`src/design/sil_ops_pkg.sv`:
```
package sil_ops_pkg;

   localparam int LIST_DEPTH = 32;
   localparam int ADDR_W     = (LIST_DEPTH > 1) ? $clog2(LIST_DEPTH) : 1;
   localparam int CNT_W      = $clog2(LIST_DEPTH + 1);
   localparam int ID_W       = 32;
   localparam int UNIV_W     = 7;

   localparam logic [UNIV_W-1:0] UNIV_LIMIT = 7'd64;

   typedef enum logic [2:0] {
      CMD_CLEAR      = 3'd0,
      CMD_LOAD_LEFT  = 3'd1,
      CMD_LOAD_RIGHT = 3'd2,
      CMD_INTERSECT  = 3'd3,
      CMD_UNION      = 3'd4,
      CMD_COMPLEMENT = 3'd5
   } cmd_type;

   typedef enum logic [1:0] {
      ST_IDLE,
      ST_READ,
      ST_STEP,
      ST_FINISH
   } state_type;

   typedef struct packed {
      logic [2:0]      command;
      logic [ID_W-1:0] doc_id;
   } req_type;

   typedef struct packed {
      logic [ID_W-1:0] result_id;
      logic            last;
      logic            empty_res;
      logic            overflow;
   } rsp_type;

endpackage

```
`src/design/sorted_id_list_set_ops_top.sv`:
```
// Clear and load requests are taken one per cycle while no run is active
// and produce no result. A run walks the lists in merge steps, each a
// memory read (ST_READ) then a compare (ST_STEP); a step retires at least
// one list entry or one complement number. The final result, held back to
// carry last, is sent from ST_FINISH; requests stall until the run is idle.
// Sync active-high reset clears counts, overflow, universe and control only.
module sorted_id_list_set_ops_top (
   input  logic                             clock,
   input  logic                             reset,
   input  logic                             req_valid,
   output logic                             req_stall,
   input  sil_ops_pkg::req_type             req_data,
   output logic                             rsp_valid,
   input  logic                             rsp_stall,
   output sil_ops_pkg::rsp_type             rsp_data,
   input  logic                             csr_write_en,
   input  logic [sil_ops_pkg::UNIV_W-1:0]   csr_write_data
);

   localparam int ADDR_W = sil_ops_pkg::ADDR_W;
   localparam int CNT_W  = sil_ops_pkg::CNT_W;
   localparam int ID_W   = sil_ops_pkg::ID_W;
   localparam int UNIV_W = sil_ops_pkg::UNIV_W;
   localparam logic [CNT_W-1:0] DEPTH = CNT_W'(sil_ops_pkg::LIST_DEPTH);

   logic [ID_W-1:0] left_mem  [sil_ops_pkg::LIST_DEPTH];
   logic [ID_W-1:0] right_mem [sil_ops_pkg::LIST_DEPTH];
   logic [ID_W-1:0] left_rd_ff, right_rd_ff;

   sil_ops_pkg::state_type state_ff, state_in;
   sil_ops_pkg::cmd_type   op_ff, op_in;
   logic [CNT_W-1:0]  left_cnt_ff, left_cnt_in, right_cnt_ff, right_cnt_in;
   logic [CNT_W-1:0]  lidx_ff, lidx_in, ridx_ff, ridx_in;
   logic [UNIV_W-1:0] dnum_ff, dnum_in, univ_ff, univ_in;
   logic              ovf_ff, ovf_in;
   logic              pend_vld_ff, pend_vld_in;
   logic [ID_W-1:0]   pend_id_ff, pend_id_in;
   logic              rsp_vld_ff, rsp_vld_in;
   sil_ops_pkg::rsp_type rsp_data_ff, rsp_data_in;

   logic              req_take, is_run, left_we, right_we;
   logic              out_free, l_more, r_more;
   logic [UNIV_W-1:0] top;
   logic              gen_vld, step_done, step_hold, push;
   logic [ID_W-1:0]   gen_id;
   logic [CNT_W-1:0]  lidx_nx, ridx_nx;
   logic [UNIV_W-1:0] dnum_nx;

   assign req_stall = (state_ff != sil_ops_pkg::ST_IDLE);
   assign req_take  = req_valid && !req_stall;
   assign is_run    = (req_data.command == sil_ops_pkg::CMD_INTERSECT)
                   || (req_data.command == sil_ops_pkg::CMD_UNION)
                   || (req_data.command == sil_ops_pkg::CMD_COMPLEMENT);
   assign left_we   = req_take && (req_data.command == sil_ops_pkg::CMD_LOAD_LEFT)
                   && (left_cnt_ff < DEPTH);
   assign right_we  = req_take && (req_data.command == sil_ops_pkg::CMD_LOAD_RIGHT)
                   && (right_cnt_ff < DEPTH);
   assign out_free  = !rsp_vld_ff || !rsp_stall;
   assign l_more    = lidx_ff < left_cnt_ff;
   assign r_more    = ridx_ff < right_cnt_ff;
   assign top       = (univ_ff > sil_ops_pkg::UNIV_LIMIT) ? sil_ops_pkg::UNIV_LIMIT : univ_ff;
   assign rsp_valid = rsp_vld_ff;
   assign rsp_data  = rsp_data_ff;

   // list stores, read every cycle at the current walk pointers
   always_ff @(posedge clock) begin
      if (left_we) begin
         left_mem[left_cnt_ff[ADDR_W-1:0]] <= req_data.doc_id;
      end
      if (right_we) begin
         right_mem[right_cnt_ff[ADDR_W-1:0]] <= req_data.doc_id;
      end
      left_rd_ff  <= left_mem[lidx_ff[ADDR_W-1:0]];
      right_rd_ff <= right_mem[ridx_ff[ADDR_W-1:0]];
   end

   // one merge step on the data read for the current pointers
   always_comb begin
      gen_vld   = 1'b0;
      gen_id    = '0;
      step_done = 1'b0;
      lidx_nx   = lidx_ff;
      ridx_nx   = ridx_ff;
      dnum_nx   = dnum_ff;
      case (op_ff)
         sil_ops_pkg::CMD_INTERSECT: begin
            if (l_more && r_more) begin
               if (left_rd_ff == right_rd_ff) begin
                  gen_vld = 1'b1;
                  gen_id  = left_rd_ff;
                  lidx_nx = lidx_ff + 1'b1;
                  ridx_nx = ridx_ff + 1'b1;
               end else if (left_rd_ff < right_rd_ff) begin
                  lidx_nx = lidx_ff + 1'b1;
               end else begin
                  ridx_nx = ridx_ff + 1'b1;
               end
            end else begin
               step_done = 1'b1;
            end
         end
         sil_ops_pkg::CMD_UNION: begin
            if (!l_more && !r_more) begin
               step_done = 1'b1;
            end else if (!l_more) begin
               gen_vld = 1'b1;
               gen_id  = right_rd_ff;
               ridx_nx = ridx_ff + 1'b1;
            end else if (!r_more) begin
               gen_vld = 1'b1;
               gen_id  = left_rd_ff;
               lidx_nx = lidx_ff + 1'b1;
            end else if (left_rd_ff < right_rd_ff) begin
               gen_vld = 1'b1;
               gen_id  = left_rd_ff;
               lidx_nx = lidx_ff + 1'b1;
            end else if (right_rd_ff < left_rd_ff) begin
               gen_vld = 1'b1;
               gen_id  = right_rd_ff;
               ridx_nx = ridx_ff + 1'b1;
            end else begin
               gen_vld = 1'b1;
               gen_id  = left_rd_ff;
               lidx_nx = lidx_ff + 1'b1;
               ridx_nx = ridx_ff + 1'b1;
            end
         end
         sil_ops_pkg::CMD_COMPLEMENT: begin
            if (dnum_ff > top) begin
               step_done = 1'b1;
            end else begin
               if (l_more && (left_rd_ff == ID_W'(dnum_ff))) begin
                  lidx_nx = lidx_ff + 1'b1;
               end else begin
                  gen_vld = 1'b1;
                  gen_id  = ID_W'(dnum_ff);
               end
               dnum_nx = dnum_ff + 1'b1;
            end
         end
         default: begin
            step_done = 1'b1;
         end
      endcase
      // a new result displaces the held one, which needs the output register
      step_hold = gen_vld && pend_vld_ff && !out_free;
   end

   // next state
   always_comb begin
      state_in = state_ff;
      case (state_ff)
         sil_ops_pkg::ST_IDLE: begin
            if (req_take && is_run) begin
               state_in = sil_ops_pkg::ST_READ;
            end
         end
         sil_ops_pkg::ST_READ: begin
            state_in = sil_ops_pkg::ST_STEP;
         end
         sil_ops_pkg::ST_STEP: begin
            if (step_done) begin
               state_in = sil_ops_pkg::ST_FINISH;
            end else if (!step_hold) begin
               state_in = sil_ops_pkg::ST_READ;
            end
         end
         sil_ops_pkg::ST_FINISH: begin
            if (out_free) begin
               state_in = sil_ops_pkg::ST_IDLE;
            end
         end
         default: begin
            state_in = sil_ops_pkg::ST_IDLE;
         end
      endcase
   end

   // datapath updates
   always_comb begin
      op_in        = op_ff;
      left_cnt_in  = left_cnt_ff;
      right_cnt_in = right_cnt_ff;
      ovf_in       = ovf_ff;
      univ_in      = csr_write_en ? csr_write_data : univ_ff;
      lidx_in      = lidx_ff;
      ridx_in      = ridx_ff;
      dnum_in      = dnum_ff;
      pend_vld_in  = pend_vld_ff;
      pend_id_in   = pend_id_ff;
      push         = 1'b0;
      rsp_data_in  = rsp_data_ff;
      case (state_ff)
         sil_ops_pkg::ST_IDLE: begin
            if (req_take) begin
               case (req_data.command)
                  sil_ops_pkg::CMD_CLEAR: begin
                     left_cnt_in  = '0;
                     right_cnt_in = '0;
                     ovf_in       = 1'b0;
                  end
                  sil_ops_pkg::CMD_LOAD_LEFT: begin
                     if (left_we) begin
                        left_cnt_in = left_cnt_ff + 1'b1;
                     end else begin
                        ovf_in = 1'b1;
                     end
                  end
                  sil_ops_pkg::CMD_LOAD_RIGHT: begin
                     if (right_we) begin
                        right_cnt_in = right_cnt_ff + 1'b1;
                     end else begin
                        ovf_in = 1'b1;
                     end
                  end
                  sil_ops_pkg::CMD_INTERSECT,
                  sil_ops_pkg::CMD_UNION,
                  sil_ops_pkg::CMD_COMPLEMENT: begin
                     op_in       = sil_ops_pkg::cmd_type'(req_data.command);
                     lidx_in     = '0;
                     ridx_in     = '0;
                     dnum_in     = UNIV_W'(1);
                     pend_vld_in = 1'b0;
                  end
                  default: begin
                  end
               endcase
            end
         end
         sil_ops_pkg::ST_STEP: begin
            if (!step_done && !step_hold) begin
               lidx_in = lidx_nx;
               ridx_in = ridx_nx;
               dnum_in = dnum_nx;
               if (gen_vld) begin
                  pend_vld_in = 1'b1;
                  pend_id_in  = gen_id;
                  if (pend_vld_ff) begin
                     push        = 1'b1;
                     rsp_data_in = '{result_id: pend_id_ff, last: 1'b0,
                                     empty_res: 1'b0, overflow: ovf_ff};
                  end
               end
            end
         end
         sil_ops_pkg::ST_FINISH: begin
            if (out_free) begin
               push        = 1'b1;
               pend_vld_in = 1'b0;
               if (pend_vld_ff) begin
                  rsp_data_in = '{result_id: pend_id_ff, last: 1'b1,
                                  empty_res: 1'b0, overflow: ovf_ff};
               end else begin
                  rsp_data_in = '{result_id: '0, last: 1'b1,
                                  empty_res: 1'b1, overflow: ovf_ff};
               end
            end
         end
         default: begin
         end
      endcase
      if (push) begin
         rsp_vld_in = 1'b1;
      end else if (!rsp_stall) begin
         rsp_vld_in = 1'b0;
      end else begin
         rsp_vld_in = rsp_vld_ff;
      end
   end

   always_ff @(posedge clock) begin
      if (reset) begin
         state_ff     <= sil_ops_pkg::ST_IDLE;
         left_cnt_ff  <= '0;
         right_cnt_ff <= '0;
         ovf_ff       <= 1'b0;
         univ_ff      <= '0;
         pend_vld_ff  <= 1'b0;
         rsp_vld_ff   <= 1'b0;
      end else begin
         state_ff     <= state_in;
         left_cnt_ff  <= left_cnt_in;
         right_cnt_ff <= right_cnt_in;
         ovf_ff       <= ovf_in;
         univ_ff      <= univ_in;
         pend_vld_ff  <= pend_vld_in;
         rsp_vld_ff   <= rsp_vld_in;
      end
   end

   always_ff @(posedge clock) begin
      op_ff       <= op_in;
      lidx_ff     <= lidx_in;
      ridx_ff     <= ridx_in;
      dnum_ff     <= dnum_in;
      pend_id_ff  <= pend_id_in;
      rsp_data_ff <= rsp_data_in;
   end

`ifndef SYNTH
   a_cnt_bound: assert property (@(posedge clock) disable iff (reset)
      (left_cnt_ff <= DEPTH) && (right_cnt_ff <= DEPTH))
      else $error("list count beyond depth");

   a_idle_no_pend: assert property (@(posedge clock) disable iff (reset)
      (state_ff == sil_ops_pkg::ST_IDLE) |-> !pend_vld_ff)
      else $error("held result left behind after run");

   a_finish_last: assert property (@(posedge clock) disable iff (reset)
      (state_ff == sil_ops_pkg::ST_FINISH) && out_free |=>
      rsp_vld_ff && rsp_data_ff.last)
      else $error("run ended without a last result");

   a_empty_form: assert property (@(posedge clock) disable iff (reset)
      rsp_vld_ff && rsp_data_ff.empty_res |->
      rsp_data_ff.last && (rsp_data_ff.result_id == '0))
      else $error("malformed empty result");

   a_walk_bound: assert property (@(posedge clock) disable iff (reset)
      (state_ff != sil_ops_pkg::ST_IDLE) |->
      (lidx_ff <= left_cnt_ff) && (ridx_ff <= right_cnt_ff))
      else $error("walk pointer past list end");
`endif

endmodule
```
`config.mk`:
```
export PLATFORM = sky130hd
export DESIGN_NAME = sorted_id_list_set_ops_top
export DESIGN_NICKNAME = d
export VERILOG_FILES = /design/src/design/sil_ops_pkg.sv /design/src/design/sorted_id_list_set_ops_top.sv
export SDC_FILE = /design/constraint.sdc
export NUM_CORES = 2
export LEC_CHECK = 0
export BUFFER_PORTS_ARGS = -buffer_cell sky130_fd_sc_hd__clkbuf_2
export CAP_MARGIN = 20
export CELL_PAD_IN_SITES_DETAIL_PLACEMENT = 2
export CELL_PAD_IN_SITES_GLOBAL_PLACEMENT = 2
export CORE_MARGIN = 2
export CORE_UTILIZATION = 45
export DETAILED_ROUTE_END_ITERATION = 8
export HOLD_SLACK_MARGIN = 0.08
export PLACE_DENSITY_LB_ADDON = 0.1
export SLEW_MARGIN = 10
export SYNTH_ARGS = -nofsm -noshare
export SYNTH_HDL_FRONTEND = slang
export SYNTH_SLANG_ARGS = --single-unit
```
`constraint.sdc`:
```
create_clock -name clock -period 4.2 [get_ports clock]
set_input_delay 0.63 -clock clock [delete_from_list [all_inputs] [get_ports clock]]
set_output_delay 0.63 -clock clock [all_outputs]
set_load 0.03 [all_outputs]
```
==> flow_summary.json <==
{
  "place_worst_setup_slack_ps": 470,
  "grt_max_degree": 120,
  "clock_tree.buffer_depth": 3,
  "floorplan.rows": 160,
  "dr.first_iter.drc_count": 3968,
  "clkLatencyLatePin_ps": 880,
  "critical_path.endpoint_type": "register",
  "post-synth-top-area-fraction_pct": 74.7,
  "synthesis.area_per_instance_sq_um": 20.6,
  "die_h_microns": 441,
  "outcome": "completed",
  "tritoncts": "built",
  "setup_viol": 0,
  "max-slew-margin-rel_pct": 24.3,
  "mappedNetlistArea_sq_um": 85900,
  "synth-seq-area-share_pct": 76.8,
  "synth_edf_count": 2137,
  "worst-endpoint-required_ps": 4680,
  "synth_most_common_cell": "sky130_fd_sc_hd__edfxtp_1",
  "routed_wirelength_normalized_by_instance_count_microns": 36.0,
  "synth_nets": 4269,
  "timing.max_cap.violations": 0,
  "antenna_left": 0,
  "routed_wl_microns": 259000,
  "stdcell_count": 7195,
  "post_synth_inst_count": 4162,
  "fillers": 16200,
  "avgViaCountPerCell": 6.00,
  "num_io_pins": 84,
  "drcViolationCount": 0,
  "fmax_ghz": 0.272,
  "drt_pre_antenna_iters": 5,
  "die_w_microns": 441,
  "postSynth.asyncResetShare_pct": 0,
  "yosys_warnings": 0,
  "vdd.ir_drop.worst_mv": 0.417,
  "hold_viol_final": 0,
  "synth_commonest_cells": "sky130_fd_sc_hd__edfxtp_1, sky130_fd_sc_hd__mux4_2, sky130_fd_sc_hd__mux2i_1",
  "grt_antenna_before_repair": 24,
  "criticalPathCategory": "reg2reg",
  "synth_top_flop_cell": "sky130_fd_sc_hd__edfxtp_1",
  "synth-seq-cells": 2225,
  "worstPathArrival_ps": 4170,
  "fp.dieArea_sq_um": 194000,
  "critPathMaxFanout": 9,
  "dpl.hpwl_microns": 154000,
  "gr-usage-all-layers_pct": 27.0,
  "worst_clock_skew_ps": 36.9,
  "dp_cells": 6767,
  "final.setup.worst_slack_ps": 518,
  "detailroute.via_count": 43200,
  "p_leak_nw": 31.6,
  "post-route-period-util_pct": 87.7,
  "area_growth_pct": 15.1,
  "post_synth_num_cell_types": 61,
  "hold_path_class": "in2reg",
  "gp_congestion": 0.794,
  "power.density_nw_per_um2": 477,
  "clock_tree.root_cell": "sky130_fd_sc_hd__clkbuf_16",
  "critPathLaunchType": "register",
  "cts_made_buffers": 229,
  "synth_area_leaders": "sky130_fd_sc_hd__edfxtp_1, sky130_fd_sc_hd__mux4_2, sky130_fd_sc_hd__mux2i_1",
  "path_clk_slew_ps": 60,
  "core_area_sq_um": 190000,
  "cts-htree-levels": 4,
  "worst_pin_slew_ps": 1140,
  "register_area_sq_um": 65900,
  "final_max_slew_viol_count": 0,
  "finalNetCount": 4599,
  "initial_core_utilization_pct": 45.2,
  "rsz0062_at_grt": "false",
  "final_layout_size_suffix_gt1_share_pct": 26.5,
  "cts_setup_buffers": 0,
  "reg2reg_slack_ps": 520,
  "finalSetupTns_ps": 0,
  "cts_sinks": 2225,
  "grt.overflow.total": 0,
  "multi_input_gate_area_sq_um": 19400,
  "global_route_wire_length_before_repair_microns": 367000,
  "first_global_vias": 47600,
  "io_buffer_count": 83,
  "timing.final.crit_period_ps": 3680,
  "cts_resized": 0,
  "synth_largest_area_cell": "sky130_fd_sc_hd__edfxtp_1"
}
report_power, final:
group | switching [W] | internal [W]
Sequential | 0.000107 | 0.0244
Clock | 0.00858 | 0.0113
Combinational | 0.00178 | 0.000979
Total | 0.0105 | 0.0367
metal layers:
metal	vias to the layer above	global-route usage [%]	wire, microns
li1	17900	-	-
met1	23600	34.8	103000
met2	1247	47.5	135000
met3	363	3.28	11300
met4	2	9.39	9610
met5	-	0	13
sequential cells by signal, indices dropped and copies added, names as in the netlist:
signal / count
lidx_ff: 6
dnum_ff: 7
right_rd_ff: 32
left_mem: 1024
left_rd_ff: 32
ovf_ff: 1
rsp_valid: 1
rsp_data: 35
ridx_ff: 6
pend_id_ff: 32
state_ff: 2
pend_vld_ff: 1
op_ff: 3
right_mem: 1024
left_cnt_ff: 6
univ_ff: 7
right_cnt_ff: 6
kinds of logic after synthesis:
logic type               share of synthesized area, %
multiplexers                                     15.3
XOR/XNOR                                        0.235
buffers and inverters                            1.31
AO/OA/AOI/OAI                                    3.32
flip-flops                                       76.8
AND/OR/NAND/NOR                                  2.16
adder cells (fa/ha/maj)                         0.874
cell type report:
| class | count | share of cell area [%] |
|---|---|---|
| Timing Repair Buffer | 307 | 3.04 |
| Sequential cell | 2225 | 66.7 |
| Multi-Input combinational cell | 1674 | 19.6 |
| Clock buffer | 299 | 6.28 |
| Clock inverter | 118 | 1.03 |
| Antenna cell | 6 | 0.0152 |
| Tap cell | 2511 | 3.18 |
| Inverter | 55 | 0.209 |
per-stage QoR:
stage / cell area (sq um) / hold slack, ps / power, W / utilization (%)
2_1_floorplan: 85900 / 409 / 0.0264 / -
3_3_place_gp: 91500 / 479 / 0.0277 / 48.2
3_5_place_dp: 91600 / 463 / 0.0278 / 48.2
4_1_cts: 98900 / 85.3 / 0.0477 / 52.0
5_1_grt: 98900 / 115 / 0.0485 / 52.1
6_report: 98900 / 144 / 0.0472 / 52.1
placed cells by master (no fill, tap or decap), types with 60 or more instances in the layout:
master and n:
sky130_fd_sc_hd__clkbuf_16 234, sky130_fd_sc_hd__mux4_2 448, sky130_fd_sc_hd__nand2_1 172, sky130_fd_sc_hd__ha_1 60, sky130_fd_sc_hd__nor2_4 64, sky130_fd_sc_hd__a21oi_1 132, sky130_fd_sc_hd__o21ai_0 101, sky130_fd_sc_hd__o221ai_1 96
sky130_fd_sc_hd__buf_12 72, sky130_fd_sc_hd__mux2i_1 200, sky130_fd_sc_hd__dfxtp_1 88, sky130_fd_sc_hd__clkbuf_2 83, sky130_fd_sc_hd__mux2_2 97, sky130_fd_sc_hd__buf_4 148, sky130_fd_sc_hd__edfxtp_1 2137
final timing paths:
kind                            cells past startpoint               from     endpoint
worst max-delay path                                9     left_cnt_ff[3]   ridx_ff[5]
worst min-delay path                                3  csr_write_data[5]   univ_ff[5]
worst max register to register                      9     left_cnt_ff[3]   ridx_ff[5]
worst min register to register                      0             ovf_ff  rsp_data[0]
what timing repair did:
action | 4_1_cts | 5_1_grt
hold buffers | 4 | 0
endpoints found under the hold margin | 4 | 0
endpoints found under the setup margin | 0 | 0
worst max-delay path: stages, from the launching register on:
cell and delay, ps:
sky130_fd_sc_hd__dfxtp_1 460, sky130_fd_sc_hd__inv_1 180, sky130_fd_sc_hd__ha_1 360, sky130_fd_sc_hd__a211o_1 260
sky130_fd_sc_hd__a21oi_1 170, sky130_fd_sc_hd__o21a_1 270, sky130_fd_sc_hd__a211oi_1 220, sky130_fd_sc_hd__o31ai_1 470
sky130_fd_sc_hd__a31oi_1 230, sky130_fd_sc_hd__a31oi_1 670
(Power assumes the default switching activity.)
